===== config.mk =====
export PLATFORM = sky130hd
export DESIGN_NAME = magstripe_track_char_unpack
export DESIGN_NICKNAME = d
export VERILOG_FILES = /design/src/rtl/core/mtcu_pkg.sv /design/src/rtl/core/mtcu_front.sv /design/src/rtl/core/mtcu_emit.sv /design/src/rtl/core/magstripe_track_char_unpack.sv
export SDC_FILE = /design/constraint.sdc
export NUM_CORES = 1
export LEC_CHECK = 0
export BUFFER_PORTS_ARGS = -buffer_cell sky130_fd_sc_hd__buf_4
export CAP_MARGIN = 20
export CORE_ASPECT_RATIO = 1.2
export CORE_MARGIN = 8
export CORE_UTILIZATION = 40
export DETAILED_ROUTE_END_ITERATION = 12
export PLACE_DENSITY = 0.62
export RECOVER_POWER = 100
export SYNTH_ARGS = -nofsm -noshare
export SYNTH_HDL_FRONTEND = slang
export SYNTH_SLANG_ARGS = --single-unit

===== constraint.sdc =====
create_clock -name i_clk -period 4.2 [get_ports i_clk]
set_input_delay 1.26 -clock i_clk [delete_from_list [all_inputs] [get_ports i_clk]]
set_output_delay 1.26 -clock i_clk [all_outputs]
set_load 0.02 [all_outputs]

===== src/rtl/core/mtcu_pkg.sv =====
// Package for the magnetic stripe track character unpacker.
// Holds the item types, format constants and the group decode function.
// No dependencies.
`default_nettype none

package mtcu_pkg;

    localparam int CHAR_W      = 7;
    localparam int COUNT_W     = 9;
    localparam int NUM_CHARS   = 8;
    localparam int IDX_W       = 3;
    localparam int GROUP_MAX   = 7;
    localparam int MAX_TRACK_BYTES_DEF = 256;

    localparam logic       FMT_7BIT  = 1'b0;
    localparam logic       FMT_5BIT  = 1'b1;
    localparam logic [2:0] GROUP_7   = 3'd7;
    localparam logic [2:0] GROUP_5   = 3'd5;
    localparam logic [CHAR_W-1:0]  OFFSET_7  = 7'h20;
    localparam logic [CHAR_W-1:0]  OFFSET_5  = 7'h30;
    localparam logic [COUNT_W-1:0] COUNT_MAX = 9'd511;
    localparam logic [IDX_W-1:0]   IDX_LAST  = 3'd7;
    localparam logic [IDX_W-1:0]   IDX_FIRST = 3'd0;

    typedef struct packed {
        logic [7:0] data_byte;
        logic       last_byte;
    } t_in;

    typedef struct packed {
        logic [CHAR_W-1:0]  decoded_char;
        logic               char_valid;
        logic               track_end;
        logic [COUNT_W-1:0] decoded_count;
    } t_out;

    typedef logic [NUM_CHARS-1:0][CHAR_W-1:0] t_chars;

    // One batch of results handed from the collector to the emitter.
    typedef struct packed {
        t_chars             chars;
        logic [COUNT_W-1:0] base_count;
        logic [IDX_W-1:0]   last_idx;
        logic               has_chars;
        logic               track_end;
    } t_batch;

    // Cuts a group (bytes in stream order, first byte in the top bits) into
    // eight characters. In 5-bit mode only the top 40 bits are used.
    function automatic t_chars decode_group(input logic [GROUP_MAX*8-1:0] bits,
                                            input logic fmt);
        t_chars     res;
        logic [5:0] val;
        int         pos;
        for (int k = 0; k < NUM_CHARS; k++) begin
            val = '0;
            for (int i = 0; i < 6; i++) begin
                if (fmt == FMT_5BIT) begin
                    pos = k * 5 + i;
                    if (i < 4) begin
                        val[i] = bits[GROUP_MAX*8-1-pos];
                    end
                end else begin
                    pos = k * 7 + i;
                    val[i] = bits[GROUP_MAX*8-1-pos];
                end
            end
            res[k] = {1'b0, val} + ((fmt == FMT_5BIT) ? OFFSET_5 : OFFSET_7);
        end
        return res;
    endfunction

endpackage

`default_nettype wire


===== src/rtl/core/mtcu_front.sv =====
// Byte collector: gathers track bytes into groups, tracks the stop, byte
// and character counts, and decodes a full group into a result batch.
// Depends on mtcu_pkg.
`default_nettype none

module mtcu_front #(
    parameter int MAX_TRACK_BYTES = mtcu_pkg::MAX_TRACK_BYTES_DEF
) (
    input  wire logic           i_clk,
    input  wire logic           i_rst_n,
    input  wire logic           i_fmt,
    input  wire logic           i_in_valid,
    input  wire mtcu_pkg::t_in  i_in_data,
    output logic                o_in_stall,
    input  wire logic           i_batch_free,
    output logic                o_load,
    output mtcu_pkg::t_batch    o_batch
);
    import mtcu_pkg::*;

    localparam int BW = $clog2(MAX_TRACK_BYTES + 1);

    logic [GROUP_MAX-1:0][7:0] r_buf;
    logic [2:0]                r_pos, n_pos;
    logic                      r_stopped, n_stopped;
    logic [COUNT_W-1:0]        r_count, n_count;
    logic [BW-1:0]             r_bytes, n_bytes;

    logic [GROUP_MAX-1:0][7:0] merged;
    logic [GROUP_MAX*8-1:0]    group_bits;
    logic [2:0]                gsize;
    logic [3:0]                pos_inc;
    logic                      active, complete, zero_hdr, do_decode, produce, accept;
    logic [COUNT_W:0]          count_sum;

    always_comb begin
        gsize  = (i_fmt == FMT_5BIT) ? GROUP_5 : GROUP_7;
        active = !r_stopped && (r_bytes < BW'(MAX_TRACK_BYTES));
        pos_inc = {1'b0, r_pos} + 4'd1;
        complete = active && (pos_inc >= {1'b0, gsize});
        for (int j = 0; j < GROUP_MAX; j++) begin
            merged[j] = (r_pos == 3'(j)) ? i_in_data.data_byte : r_buf[j];
        end
        for (int j = 0; j < GROUP_MAX; j++) begin
            group_bits[GROUP_MAX*8-1-8*j -: 8] = merged[j];
        end
        zero_hdr  = (merged[0] == 8'd0) || (merged[1] == 8'd0);
        do_decode = complete && !zero_hdr;
        produce   = do_decode || i_in_data.last_byte;
        o_in_stall = produce && !i_batch_free;
        accept    = i_in_valid && !o_in_stall;
        o_load    = accept && produce;

        o_batch.chars      = decode_group(group_bits, i_fmt);
        o_batch.base_count = r_count;
        o_batch.last_idx   = do_decode ? IDX_LAST : IDX_FIRST;
        o_batch.has_chars  = do_decode;
        o_batch.track_end  = i_in_data.last_byte;

        count_sum = {1'b0, r_count} + (COUNT_W+1)'(NUM_CHARS);

        n_pos     = r_pos;
        n_stopped = r_stopped;
        n_count   = r_count;
        n_bytes   = r_bytes;
        if (i_in_data.last_byte) begin
            n_pos     = '0;
            n_stopped = 1'b0;
            n_count   = '0;
            n_bytes   = '0;
        end else if (active) begin
            n_bytes = r_bytes + BW'(1);
            n_pos   = complete ? 3'd0 : pos_inc[2:0];
            if (complete && zero_hdr) begin
                n_stopped = 1'b1;
            end
            if (do_decode) begin
                n_count = (count_sum > {1'b0, COUNT_MAX}) ? COUNT_MAX
                                                          : count_sum[COUNT_W-1:0];
            end
        end
    end

    // Group bytes need no reset: a position is always written before it is read.
    always_ff @(posedge i_clk) begin
        if (accept && active) begin
            r_buf[r_pos] <= i_in_data.data_byte;
        end
    end

    always_ff @(posedge i_clk) begin
        if (!i_rst_n) begin
            r_pos     <= '0;
            r_stopped <= 1'b0;
            r_count   <= '0;
            r_bytes   <= '0;
        end else if (accept) begin
            r_pos     <= n_pos;
            r_stopped <= n_stopped;
            r_count   <= n_count;
            r_bytes   <= n_bytes;
        end
    end

endmodule

`default_nettype wire


===== src/rtl/core/mtcu_emit.sv =====
// Result emitter: holds one batch and moves its results, one per cycle while the
// output is not stalled, into the output register.
// Depends on mtcu_pkg.
`default_nettype none

module mtcu_emit (
    input  wire logic             i_clk,
    input  wire logic             i_rst_n,
    input  wire logic             i_load,
    input  wire mtcu_pkg::t_batch i_batch,
    output logic                  o_batch_free,
    output logic                  o_out_valid,
    output mtcu_pkg::t_out        o_out_data,
    input  wire logic             i_out_stall
);
    import mtcu_pkg::*;

    t_batch           r_batch;
    logic             r_busy;
    logic [IDX_W-1:0] r_idx;
    t_out             r_out, n_out;
    logic             r_out_valid;

    logic             out_free, pop, at_last;
    logic [COUNT_W:0] cnt_sum;

    always_comb begin
        out_free = !r_out_valid || !i_out_stall;
        pop      = r_busy && out_free;
        at_last  = (r_idx == r_batch.last_idx);
        o_batch_free = !r_busy || (pop && at_last);

        cnt_sum = {1'b0, r_batch.base_count} + (COUNT_W+1)'(r_idx) + (COUNT_W+1)'(1);
        n_out.char_valid = r_batch.has_chars;
        n_out.track_end  = r_batch.track_end && at_last;
        if (r_batch.has_chars) begin
            n_out.decoded_char  = r_batch.chars[r_idx];
            n_out.decoded_count = (cnt_sum > {1'b0, COUNT_MAX}) ? COUNT_MAX
                                                                : cnt_sum[COUNT_W-1:0];
        end else begin
            n_out.decoded_char  = '0;
            n_out.decoded_count = r_batch.base_count;
        end
    end

    always_ff @(posedge i_clk) begin
        if (i_load) begin
            r_batch <= i_batch;
        end
        if (pop) begin
            r_out <= n_out;
        end
    end

    always_ff @(posedge i_clk) begin
        if (!i_rst_n) begin
            r_busy      <= 1'b0;
            r_idx       <= '0;
            r_out_valid <= 1'b0;
        end else begin
            if (i_load) begin
                r_busy <= 1'b1;
                r_idx  <= '0;
            end else if (pop) begin
                if (at_last) begin
                    r_busy <= 1'b0;
                end else begin
                    r_idx <= r_idx + IDX_W'(1);
                end
            end
            if (pop) begin
                r_out_valid <= 1'b1;
            end else if (out_free) begin
                r_out_valid <= 1'b0;
            end
        end
    end

    assign o_out_valid = r_out_valid;
    assign o_out_data  = r_out;

endmodule

`default_nettype wire


===== src/rtl/core/magstripe_track_char_unpack.sv =====
// Top level of the magnetic stripe track character unpacker.
// Depends on mtcu_pkg, mtcu_front and mtcu_emit.
//
// Raw track bytes enter one per cycle unless the input is stalled. A completed
// group (7 bytes in 7-bit mode, 5 in 5-bit mode) is decoded in the same cycle
// into a batch of eight characters, which the emitter then sends out at one item
// per cycle, while the output is not stalled, through an output register; the
// batch register and then the output register lie between the byte that completed
// the group and its first character. The emitter holds one batch, so the byte that
// completes the next group, or a byte marked last, is stalled until the previous
// batch has left. The result rate of one item per cycle, while the output is not
// stalled, sets the sustained input rate. The user must write the format register
// only while the block is idle; the block itself does not enforce this.
`default_nettype none

module magstripe_track_char_unpack #(
    parameter int MAX_TRACK_BYTES = mtcu_pkg::MAX_TRACK_BYTES_DEF
) (
    input  wire logic           i_clk,
    input  wire logic           i_rst_n,
    input  wire logic           i_cfg_we,
    input  wire logic           i_cfg_wdata,
    input  wire logic           i_in_valid,
    input  wire mtcu_pkg::t_in  i_in_data,
    output logic                o_in_stall,
    output logic                o_out_valid,
    output mtcu_pkg::t_out      o_out_data,
    input  wire logic           i_out_stall
);
    import mtcu_pkg::*;

    logic   r_fmt;
    logic   load, batch_free;
    t_batch batch;

    always_ff @(posedge i_clk) begin
        if (!i_rst_n) begin
            r_fmt <= FMT_7BIT;
        end else if (i_cfg_we) begin
            r_fmt <= i_cfg_wdata;
        end
    end

    mtcu_front #(
        .MAX_TRACK_BYTES(MAX_TRACK_BYTES)
    ) u_front (
        .i_clk        (i_clk),
        .i_rst_n      (i_rst_n),
        .i_fmt        (r_fmt),
        .i_in_valid   (i_in_valid),
        .i_in_data    (i_in_data),
        .o_in_stall   (o_in_stall),
        .i_batch_free (batch_free),
        .o_load       (load),
        .o_batch      (batch)
    );

    mtcu_emit u_emit (
        .i_clk        (i_clk),
        .i_rst_n      (i_rst_n),
        .i_load       (load),
        .i_batch      (batch),
        .o_batch_free (batch_free),
        .o_out_valid  (o_out_valid),
        .o_out_data   (o_out_data),
        .i_out_stall  (i_out_stall)
    );

endmodule

`default_nettype wire


==> run summary, run 1 <==
Status: finished clean
Vias in the first global route: 4534
First-pass GRT wire length: 24.8 mm
Root buf cell: clkbuf_16
# DRC: 0
Drt first pass iters: 5
Startpoint types: input port
CTS tree: done
Area growth syn-to-layout: 12.5%
Pre-CTS setup slack: 0.412 ns
Cell area after synthesis: 0.00736 mm2
Leakage power: 3.00 nW
Hold Crit Class: reg -> reg
TritonCTS buffer count: 17
Gp weighted congestion: 0.877
Max Root-Sink Buffers: 2
Clock-pin transition on the worst setup and hold timing paths: 0.07 ns
Minimum clock period: 3.99 ns
Fillers: 1655
Async S/R FF share, synth: 0
Final wirelength: 15.5 mm
Measured slew at the worst slew-check pin: 1.26 ns
Clk Latency, worst-skew pair: 0.43 ns
Commonest non-fill, non-tap cells in the layout: 135 x edfxtp_1, 57 x mux2i_1, 39 x clkbuf_1
Final Skew: 0.0136 ns
Fin. Hold Viols: 0
Req. time, crit path: 2.94 ns
Final period util: 0.950
Post-Synthesis Net Count: 563
Cts hold-fix bufs: 0
IO buf count: 34
N_diodes: 0
Die span in x: 140 um
Share of post-route cells with drive strength above 1: 0.116
Row count: 54
Final WS setup: 0.210 ns
Crit path kind: in -> out
Initial core utilization: 0.406
Placeable Area: 0.0181 mm2
P per Cell Area: 414 mW/mm2
Antenna Nets Post-Route: 0
GR Util All Layers: 0.141
Most common flop cell mapped by yosys: edfxtp_1
Reg2Reg Depth: 9
Final Util: 0.457
Slew Viols, Final: 0
Synthesis Warnings: 0
Max rail drop VDD: 0.234 mV
Die Y: 165 um
Final #Nets: 607
Final setup TNS: 0 ns
Hold depth: 0
Io pins: 35
Die ar.: 0.0230 mm2
Post-CTS sizing: 0
Max frequency: 0.251 GHz
Syn_area_per_cell: 13.7 um2
Max-capacitance violation count: 0
EDFF count, synth: 135
Endpoints failing setup: 0
Initial antenna violation count: 0
Register area share after synthesis: 0.622
Commonest non-fill, non-tap cell in the layout: edfxtp_1
Worst Path Max Fanout: 12
RSZ-0062 raised after global routing: false
Critical path arrival: 2.73 ns
Post-Synthesis Cells: 536
Worst Setup End Kind: output pin
Slew margin rel.: 0.155
Sink Count: 161
Post-CTS Setup Inserts: 0
GR Overflow Total: 0
CTS H-tree depth: 4
Vias per cell: 5.47
Drt wl/cell: 18.9 um
Yosys reg bits: 161
Initial DRC Count: 369
Distinct cells, synth: 57
Largest net degree at the start of global routing: 60
Vias: 4466
Post-detail-place hpwl: 11.1 mm
## cell usage after synthesis (4+ instances only)
| cell type | number | area share |
|---|---|---|
| edfxtp_1 | 135 | 0.55 |
| mux2i_1 | 57 | 0.078 |
| nand2_1 | 32 | 0.016 |
| nor2_1 | 30 | 0.015 |
| a21oi_1 | 27 | 0.018 |
| dfxtp_1 | 26 | 0.071 |
| inv_1 | 17 | 0.0087 |
| and3_1 | 15 | 0.013 |
| nand3_1 | 15 | 0.010 |
| nor4_1 | 14 | 0.012 |
| clkbuf_1 | 13 | 0.0066 |
| mux4_2 | 12 | 0.037 |
| ha_1 | 11 | 0.019 |
| a211oi_1 | 9 | 0.0092 |
| nor2b_1 | 9 | 0.0076 |
| o21ai_0 | 9 | 0.0061 |
| mux2_2 | 8 | 0.012 |
| nand2b_1 | 8 | 0.0068 |
| a31oi_1 | 5 | 0.0043 |
| buf_2 | 5 | 0.0034 |
| a211o_1 | 4 | 0.0048 |
| a21o_1 | 4 | 0.0041 |
| and2_1 | 4 | 0.0034 |
| o21ai_2 | 4 | 0.0048 |
| or2_2 | 4 | 0.0034 |
## final cells by class
type | instances | area, um2 | share of cell area
well taps | 224 | 280 | 0.0338
clock buffers | 19 | 433 | 0.0523
inverters | 21 | 78.8 | 0.00952
flip-flops and latches | 161 | 4580 | 0.552
multi-input cells | 330 | 2560 | 0.309
clock inverters | 13 | 103 | 0.0124
repair buffers | 49 | 251 | 0.0304
## registers in the layout, summed over array words and instances, names as in the netlist
| register | count |
|---|---|
| u_front.r_count | 7 |
| u_front.r_pos | 3 |
| u_front.r_bytes | 9 |
| r_fmt | 1 |
| u_emit.o_out_valid | 1 |
| u_front.r_buf | 52 |
| u_front.r_stopped | 1 |
| u_emit.r_idx | 3 |
| u_emit.r_busy | 1 |
| u_emit.r_batch | 65 |
| u_emit.o_out_data | 18 |
## kinds of logic after synthesis
group           count (synthesis)  synth area share
buf+inv                        45            0.0284
fa+ha+maj                      12            0.0214
mux                            80             0.137
flops                         161             0.622
simple gates                  144             0.102
compound gates                 88            0.0823
xor+xnor                        6           0.00714
## final timing paths
kind,to,slack (ns),start
max reg2reg,u_emit.r_batch[57],0.55,u_front.r_pos[1]
min reg2reg,u_emit.r_batch[7],0.45,u_front.r_count[1]
min,u_emit.r_batch[7],0.45,u_front.r_count[1]
max,o_in_stall,0.21,i_in_data[0]
## per-stage QoR
stage	hold slack (ns)	instances	cell area [um2]	total power, mW
finish	0.453	817	8280	3.43
global route	0.465	817	8280	3.56
CTS	0.459	817	8440	3.48
detailed placement	0.453	785	7900	2.07
global placement	0.442	785	7900	2.07
floorplan	0.408	536	7360	1.98
## layer usage
| layer | GRT usage | up-vias | wire length, um |
|---|---|---|---|
| met2 | 0.240 | 106 | 7800 |
| li1 | - | 2153 | - |
| met5 | 0 | - | 0 |
| met4 | 0.0573 | 0 | 238 |
| met3 | 0.0309 | 17 | 518 |
| met1 | 0.172 | 2190 | 6920 |
## power by group
| part | total (mW) | switching (mW) | internal, mW |
|---|---|---|---|
| combinational | 0.212 | 0.138 | 0.0738 |
| sequential | 1.81 | 0.0225 | 1.79 |
| clock | 1.41 | 0.643 | 0.765 |
| total | 3.43 | 0.804 | 2.63 |
## critical path: stages
cell	delay (ns)
clkbuf_1	0.48
clkinv_1	0.44
o21a_1	0.27
nor2_1	0.10
clkbuf_2	0.18
(Power assumes the default switching activity.)
==> inputs of run 2 (changes only) <==
--- a/config.mk
+++ b/config.mk
@@ -7,11 +7,12 @@
 export LEC_CHECK = 0
 export BUFFER_PORTS_ARGS = -buffer_cell sky130_fd_sc_hd__buf_4
 export CAP_MARGIN = 20
+export CELL_PAD_IN_SITES_DETAIL_PLACEMENT = 1
+export CELL_PAD_IN_SITES_GLOBAL_PLACEMENT = 1
 export CORE_ASPECT_RATIO = 1.2
-export CORE_MARGIN = 8
 export CORE_UTILIZATION = 40
 export DETAILED_ROUTE_END_ITERATION = 12
-export PLACE_DENSITY = 0.62
+export PLACE_DENSITY = 0.71
 export RECOVER_POWER = 100
 export SYNTH_ARGS = -nofsm -noshare
 export SYNTH_HDL_FRONTEND = slang
==> run summary, run 2 (synthesized netlist as in run 1, its figures left out) <==
Status: finished, violations left
Violated checks: max-capacitance violations, max-slew violations
Final period util: 0.954 (+0.00416)
Clock-pin transition on the worst setup and hold timing paths: 0.06 ns (about the same)
Slew margin rel.: -0.883 (-1.04)
Max Root-Sink Buffers: 2 (unchanged)
Area growth syn-to-layout: 13.3%
Post-detail-place hpwl: 11.5 mm (+3.6%)
Fin. Hold Viols: 0 (unchanged)
Sequential share of power: 0.493 (-0.035)
Req. time, crit path: 2.94 ns (about the same)
Vias per cell: 5.63 (+3.0%)
Initial antenna violation count: 0 (unchanged)
# DRC: 0 (unchanged)
Gp weighted congestion: 0.900 (+2.6%)
Sw Ratio: 0.209 (-0.0248)
Largest net degree at the start of global routing: 66 (+10%)
Crit-path cells: clkbuf_1 -> nor4_1 -> o2111ai_1 -> nand3_2 -> o21a_1 -> nor2_1 -> clkbuf_2
Max-capacitance violation count: 1 (+1)
Die span in x: 126 um (-10%)
Commonest non-fill, non-tap cell in the layout: edfxtp_1
IO buf count: 34 (unchanged)
Drt first pass iters: 4 (-1)
Root buf cell: clkbuf_16
Crit path kind: in -> out
Cts hold-fix bufs: 0 (unchanged)
Initial DRC Count: 282 (-24%)
N_diodes: 0 (unchanged)
Max frequency: 0.250 GHz (-0.44%)
Endpoints failing setup: 0 (unchanged)
Final Util: 0.469 (+0.0119)
Clk Latency, worst-skew pair: 0.42 ns (about the same)
RSZ-0062 raised after global routing: false
GR Overflow Total: 0 (unchanged)
Antenna Nets Post-Route: 0 (unchanged)
CTS tree: done
Slew Viols, Final: 60 (+60)
Fillers: 1796 (+8.5%)
Largest register FFs: 65 (unchanged)
Initial core utilization: 0.414 (+0.00767)
Power share of the clock group: 0.447 (+0.037)
Final #Nets: 604 (-0.49%)
CP max stage delay: 0.43 ns (-0.05 ns)
Minimum clock period: 4.01 ns (+0.0175 ns)
GR Util All Layers: 0.187 (+0.0458)
Worst Path Max Fanout: 13 (+1)
Crit-path slowest cell: clkbuf_1
Final Skew: 0.00648 ns (-0.00708 ns)
Row count: 53 (-1.9%)
Final setup TNS: 0 ns (unchanged)
Top reg by flops: u_emit.r_batch
Die Y: 151 um (-8.5%)
Combinational power share: 0.060 (-0.002)
Die ar.: 0.0189 mm2 (-18%)
Leakage power: 3.03 nW (+1.3%)
Critical path arrival: 2.75 ns (+0.02 ns)
Drt wl/cell: 20.5 um (+8.5%)
P per Cell Area: 440 mW/mm2 (+6.3%)
Max rail drop VDD: 0.295 mV (+26%)
Io pins: 35 (unchanged)
Vias in the first global route: 4753 (+4.8%)
Cell Int Power: 2.90 mW (+11%)
Share of post-route cells with drive strength above 1: 0.121 (+0.00439)
Startpoint types: input port
Sink Count: 161 (unchanged)
First-pass GRT wire length: 26.6 mm (+7.1%)
Measured slew at the worst slew-check pin: 2.83 ns (+1.57 ns)
Psw: 770 uW (-4.3%)
Final wirelength: 16.6 mm (+7.3%)
CTS H-tree depth: 4 (unchanged)
Hold Crit Class: reg -> reg
Worst Setup End Kind: output pin
Vias: 4550 (+1.9%)
Placeable Area: 0.0178 mm2 (-1.9%)
TritonCTS buffer count: 17 (unchanged)
Commonest non-fill, non-tap cells in the layout: 135 x edfxtp_1, 57 x mux2i_1, 32 x nand2_1
## run 2: layout make-up
cell class / instances / area (um2) / share of cell area
tap: 220 / 275 / 0.0330
timing repair buffer: 46 / 230 / 0.0276
inverter: 21 / 78.8 / 0.00945
clock buffer: 17 / 425 / 0.0510
sequential: 161 / 4570 / 0.548
multi-input combinational: 330 / 2560 / 0.307
clock inverter: 13 / 194 / 0.0232
## run 2: worst paths after layout
check                                   startpoint            endpoint  slack (ns)  cells after the start
worst max-delay path                  i_in_data[7]          o_in_stall        0.19                      7
worst min-delay path            u_front.r_count[1]   u_emit.r_batch[7]        0.46                      0
worst max register to register    u_front.r_pos[1]  u_emit.r_batch[40]        0.40                     10
worst min register to register  u_front.r_count[1]   u_emit.r_batch[7]        0.46                      0
## run 2: through the flow
stage,hold WS (ns),power (mW),setup slack [ns],cells,instance area (um2)
floorplan,0.408,1.98,0.269,536,7360
global placement,0.449,2.06,0.453,778,7860
detailed placement,0.453,2.08,0.391,778,7860
CTS,0.467,3.71,0.206,808,8480
global route,0.479,3.79,0.0695,808,8340
finish,0.458,3.67,0.192,808,8340
## run 2: critical path: cells and delay by family
family          cells  cell delay [ns]
buf+inv             2             0.61
simple gates        3             0.45
compound gates      2             0.43
## run 2: power groups by stage
stage	logic, mW	registers, mW	clock network (mW)
finish	0.220	1.81	1.64
global route	0.239	1.82	1.74
CTS	0.232	1.81	1.67
detailed placement	0.230	1.85	0
global placement	0.221	1.84	0
floorplan	0.135	1.85	0
## run 2: routing by layer
layer,GRT usage,wire (um),share of wire
met3,0.0384,587,0.035
met4,0.0524,170,0.010
met1,0.241,7490,0.45
met5,0,0,0
met2,0.320,8350,0.50
## run 2: what timing repair did
| action | in CTS | in global routing |
|---|---|---|
| endpoints found under the setup margin | 0 | 1 |
| buffers inserted | 0 | 0 |
| gates resized for setup | 0 | 1 |
==> inputs of run 3 (changes only) <==
--- a/config.mk
+++ b/config.mk
@@ -11,9 +11,11 @@
 export CELL_PAD_IN_SITES_GLOBAL_PLACEMENT = 1
 export CORE_ASPECT_RATIO = 1.2
 export CORE_UTILIZATION = 40
+export CTS_CLUSTER_DIAMETER = 150
 export DETAILED_ROUTE_END_ITERATION = 12
-export PLACE_DENSITY = 0.71
+export PLACE_DENSITY = 0.7
 export RECOVER_POWER = 100
 export SYNTH_ARGS = -nofsm -noshare
 export SYNTH_HDL_FRONTEND = slang
+export SYNTH_HIERARCHICAL = 1
 export SYNTH_SLANG_ARGS = --single-unit
==> constraint.sdc (replaced) <==
create_clock -name i_clk -period 4.99 [get_ports i_clk]
set_input_delay 1.497 -clock i_clk [delete_from_list [all_inputs] [get_ports i_clk]]
set_output_delay 1.497 -clock i_clk [all_outputs]
set_load 0.02 [all_outputs]
==> run summary, run 3 <==
P per Cell Area: 371 mW/mm2 (-16%)
Root buf cell: clkbuf_16
Pre-CTS setup slack: 0.369 ns (-0.0222 ns)
TritonCTS buffer count: 17 (unchanged)
Hold Crit Class: reg -> reg
Top reg by flops: u_emit/r_batch
Vias in the first global route: 4867 (+2.4%)
Crit path kind: in -> out
Register area share after synthesis: 0.628 (+0.00642)
Clk Latency, worst-skew pair: 0.43 ns (about the same)
EDFF count, synth: 140 (+3.7%)
Largest net degree at the start of global routing: 60 (-9.1%)
Slew Viols, Final: 0 (-100%)
RSZ-0062 raised after global routing: false
Critical path arrival: 3.15 ns (+0.40 ns)
Synthesis Warnings: 6 (+6)
Share of post-route cells with drive strength above 1: 0.123 (+0.00215)
Commonest non-fill, non-tap cells in the layout: 140 x edfxtp_1, 52 x mux2i_1, 35 x nor2_1
CP Capture Point: o_in_stall
CP max stage delay: 0.48 ns (+0.05 ns)
Die Y: 152 um (+1.1%)
Post-Synthesis Net Count: 573 (+1.8%)
Final wirelength: 17.6 mm (+6.0%)
Sink Count: 166 (+3.1%)
Post-CTS Setup Inserts: 0 (unchanged)
Most common flop cell mapped by yosys: edfxtp_1
Post-detail-place hpwl: 12.2 mm (+5.6%)
Count leader, synth: edfxtp_1
Max rail drop VDD: 0.337 mV (+14%)
Clock-pin transition on the worst setup and hold timing paths: 0.06 ns (about the same)
CTS tree: done
Post-Synthesis Cells: 546 (+1.9%)
Io pins: 35 (unchanged)
CP Launch Point: i_in_data[8]
Die ar.: 0.0194 mm2 (+2.2%)
Initial core utilization: 0.411 (-0.00322)
Row count: 54 (+1.9%)
Startpoint types: input port
Die span in x: 127 um (+1.1%)
Max frequency: 0.215 GHz
Placed Cells: 813 (+4.5%)
Max-capacitance violation count: 0 (-1)
# DRC: 0 (unchanged)
Commonest non-fill, non-tap cell in the layout: edfxtp_1
Worst Path Max Fanout: 13 (unchanged)
Fillers: 1855 (+3.3%)
Top cells by area, synth: edfxtp_1 56%, dfxtp_1 6.9%, mux2i_1 6.9%
Finished Layout Cells: 846 (+4.7%)
Area fraction of the dominant cell type after synthesis: 0.559 (+0.00796)
Yosys reg bits: 166 (+3.1%)
Area leader, netlist: edfxtp_1
Measured slew at the worst slew-check pin: 1.27 ns (-1.55 ns)
R2R Path Start: u_emit/r_idx[1]
Crit-path slowest cell: nor4_1
GR Util All Layers: 0.194 (+0.00698)
Final period util: 0.930
Final Util: 0.463 (-0.00607)
Worst Setup End Kind: output pin
Post-synth top cells: 140 x edfxtp_1, 52 x mux2i_1, 36 x nor2_1, 31 x a21oi_1, 27 x nand2_1
IO buf count: 34 (unchanged)
First-pass GRT wire length: 27.7 mm (+4.4%)
Vias: 4623 (+1.6%)
Slew margin rel.: 0.147 (+1.03)
CTS H-tree depth: 4 (unchanged)
Antenna Nets Post-Route: 0 (unchanged)
N_diodes: 0 (unchanged)
Final Skew: 0.00753 ns (+0.00105 ns)
Final WS setup: 0.348 ns (+0.156 ns)
Reg-to-Reg End: u_emit/r_batch[59]
Placeable Area: 0.0183 mm2 (+3.0%)
Drt wl/cell: 20.8 um (+1.2%)
Reg2Reg Depth: 8 (-2)
Syn_area_per_cell: 13.8 um2 (+0.35%)
Minimum clock period: 4.64 ns
Vias per cell: 5.46 (-3.0%)
Initial antenna violation count: 0 (unchanged)
Largest register FFs: 69 (+6.2%)
Max Root-Sink Buffers: 2 (unchanged)
Gp weighted congestion: 0.943 (+4.8%)
Leakage power: 3.07 nW (+1.2%)
GR Overflow Total: 0 (unchanged)
Cts hold-fix bufs: 0 (unchanged)
Endpoints failing setup: 0 (unchanged)
Multi-input combinational cell area: 0.00251 mm2 (-2.1%)
Drt first pass iters: 4 (unchanged)
Status: finished clean
Final setup TNS: 0 ns (unchanged)
Final #Nets: 608 (+0.66%)
Distinct cells, synth: 55 (-3.5%)
Crit-path cells: buf_4 -> nor4_1 -> o2111ai_1 -> and3_1 -> a21oi_1 -> nor2_1 -> clkbuf_1
Post-CTS sizing: 0 (unchanged)
Area growth syn-to-layout: 12.8%
Req. time, crit path: 3.49 ns (+0.55 ns)
Async S/R FF share, synth: 0 (unchanged)
R2R setup slack: 0.80 ns (+0.40 ns)
Cell area after synthesis: 0.00752 mm2 (+2.2%)
Fin. Hold Viols: 0 (unchanged)
Initial DRC Count: 236 (-16%)
Register area: 0.00473 mm2 (+3.3%)
-- run 3: area by class of cell --
class,count,area share
flip-flops and latches,166,0.557
multi-input cells,326,0.296
clock buffers,19,0.0522
well taps,252,0.0372
repair buffers,49,0.0285
clock inverters,13,0.0199
inverters,21,0.00929
-- run 3: kinds of logic after synthesis --
group,after synthesis,share of synthesized area
flip-flops,166,0.628
AND/OR/NAND/NOR,145,0.101
AO/OA/AOI/OAI,87,0.0792
multiplexers,76,0.127
buffers and inverters,54,0.0371
adder cells (fa/ha/maj),12,0.0210
XOR/XNOR,6,0.00698
-- run 3: per-layer routing --
layer	GRT usage	wire, um
met1	0.236	7580
met2	0.327	8850
met3	0.0446	697
met4	0.0867	468
met5	0	0
-- run 3: report_power, final --
part           switching [mW]  internal [mW]
clock network           0.557          0.808
logic                   0.132         0.0693
registers              0.0212           1.56
-- run 3: how the worst min path moves through the flow --
| stage | cells after the start | from | to | slack [ns] |
|---|---|---|---|---|
| 6_report | 2 | u_front/r_bytes[8] | u_front/r_bytes[8] | 0.46 |
| 5_1_grt | 2 | u_front/r_bytes[8] | u_front/r_bytes[8] | 0.48 |
| 4_1_cts | 2 | u_front/r_bytes[8] | u_front/r_bytes[8] | 0.47 |
| 3_5_place_dp | 2 | u_front/r_bytes[8] | u_front/r_bytes[8] | 0.45 |
| 3_3_place_gp | 2 | u_front/r_bytes[8] | u_front/r_bytes[8] | 0.44 |
| 2_1_floorplan | 2 | u_front/r_bytes[8] | u_front/r_bytes[8] | 0.43 |
-- run 3: worst max-delay path: cells and delay by family --
kind / cells / cell delay [ns]
compound gates: 2 / 0.41
simple gates: 3 / 0.86
buf+inv: 2 / 0.37
-- run 3: metrics by stage --
step | hold slack [ns] | instance area, um2 | power (mW)
after floorplan | 0.426 | 7530 | 1.74
after global placement | 0.443 | 8010 | 1.81
after detailed placement | 0.454 | 8010 | 1.82
after CTS | 0.466 | 8620 | 3.18
after global routing | 0.485 | 8480 | 3.24
final | 0.462 | 8480 | 3.14
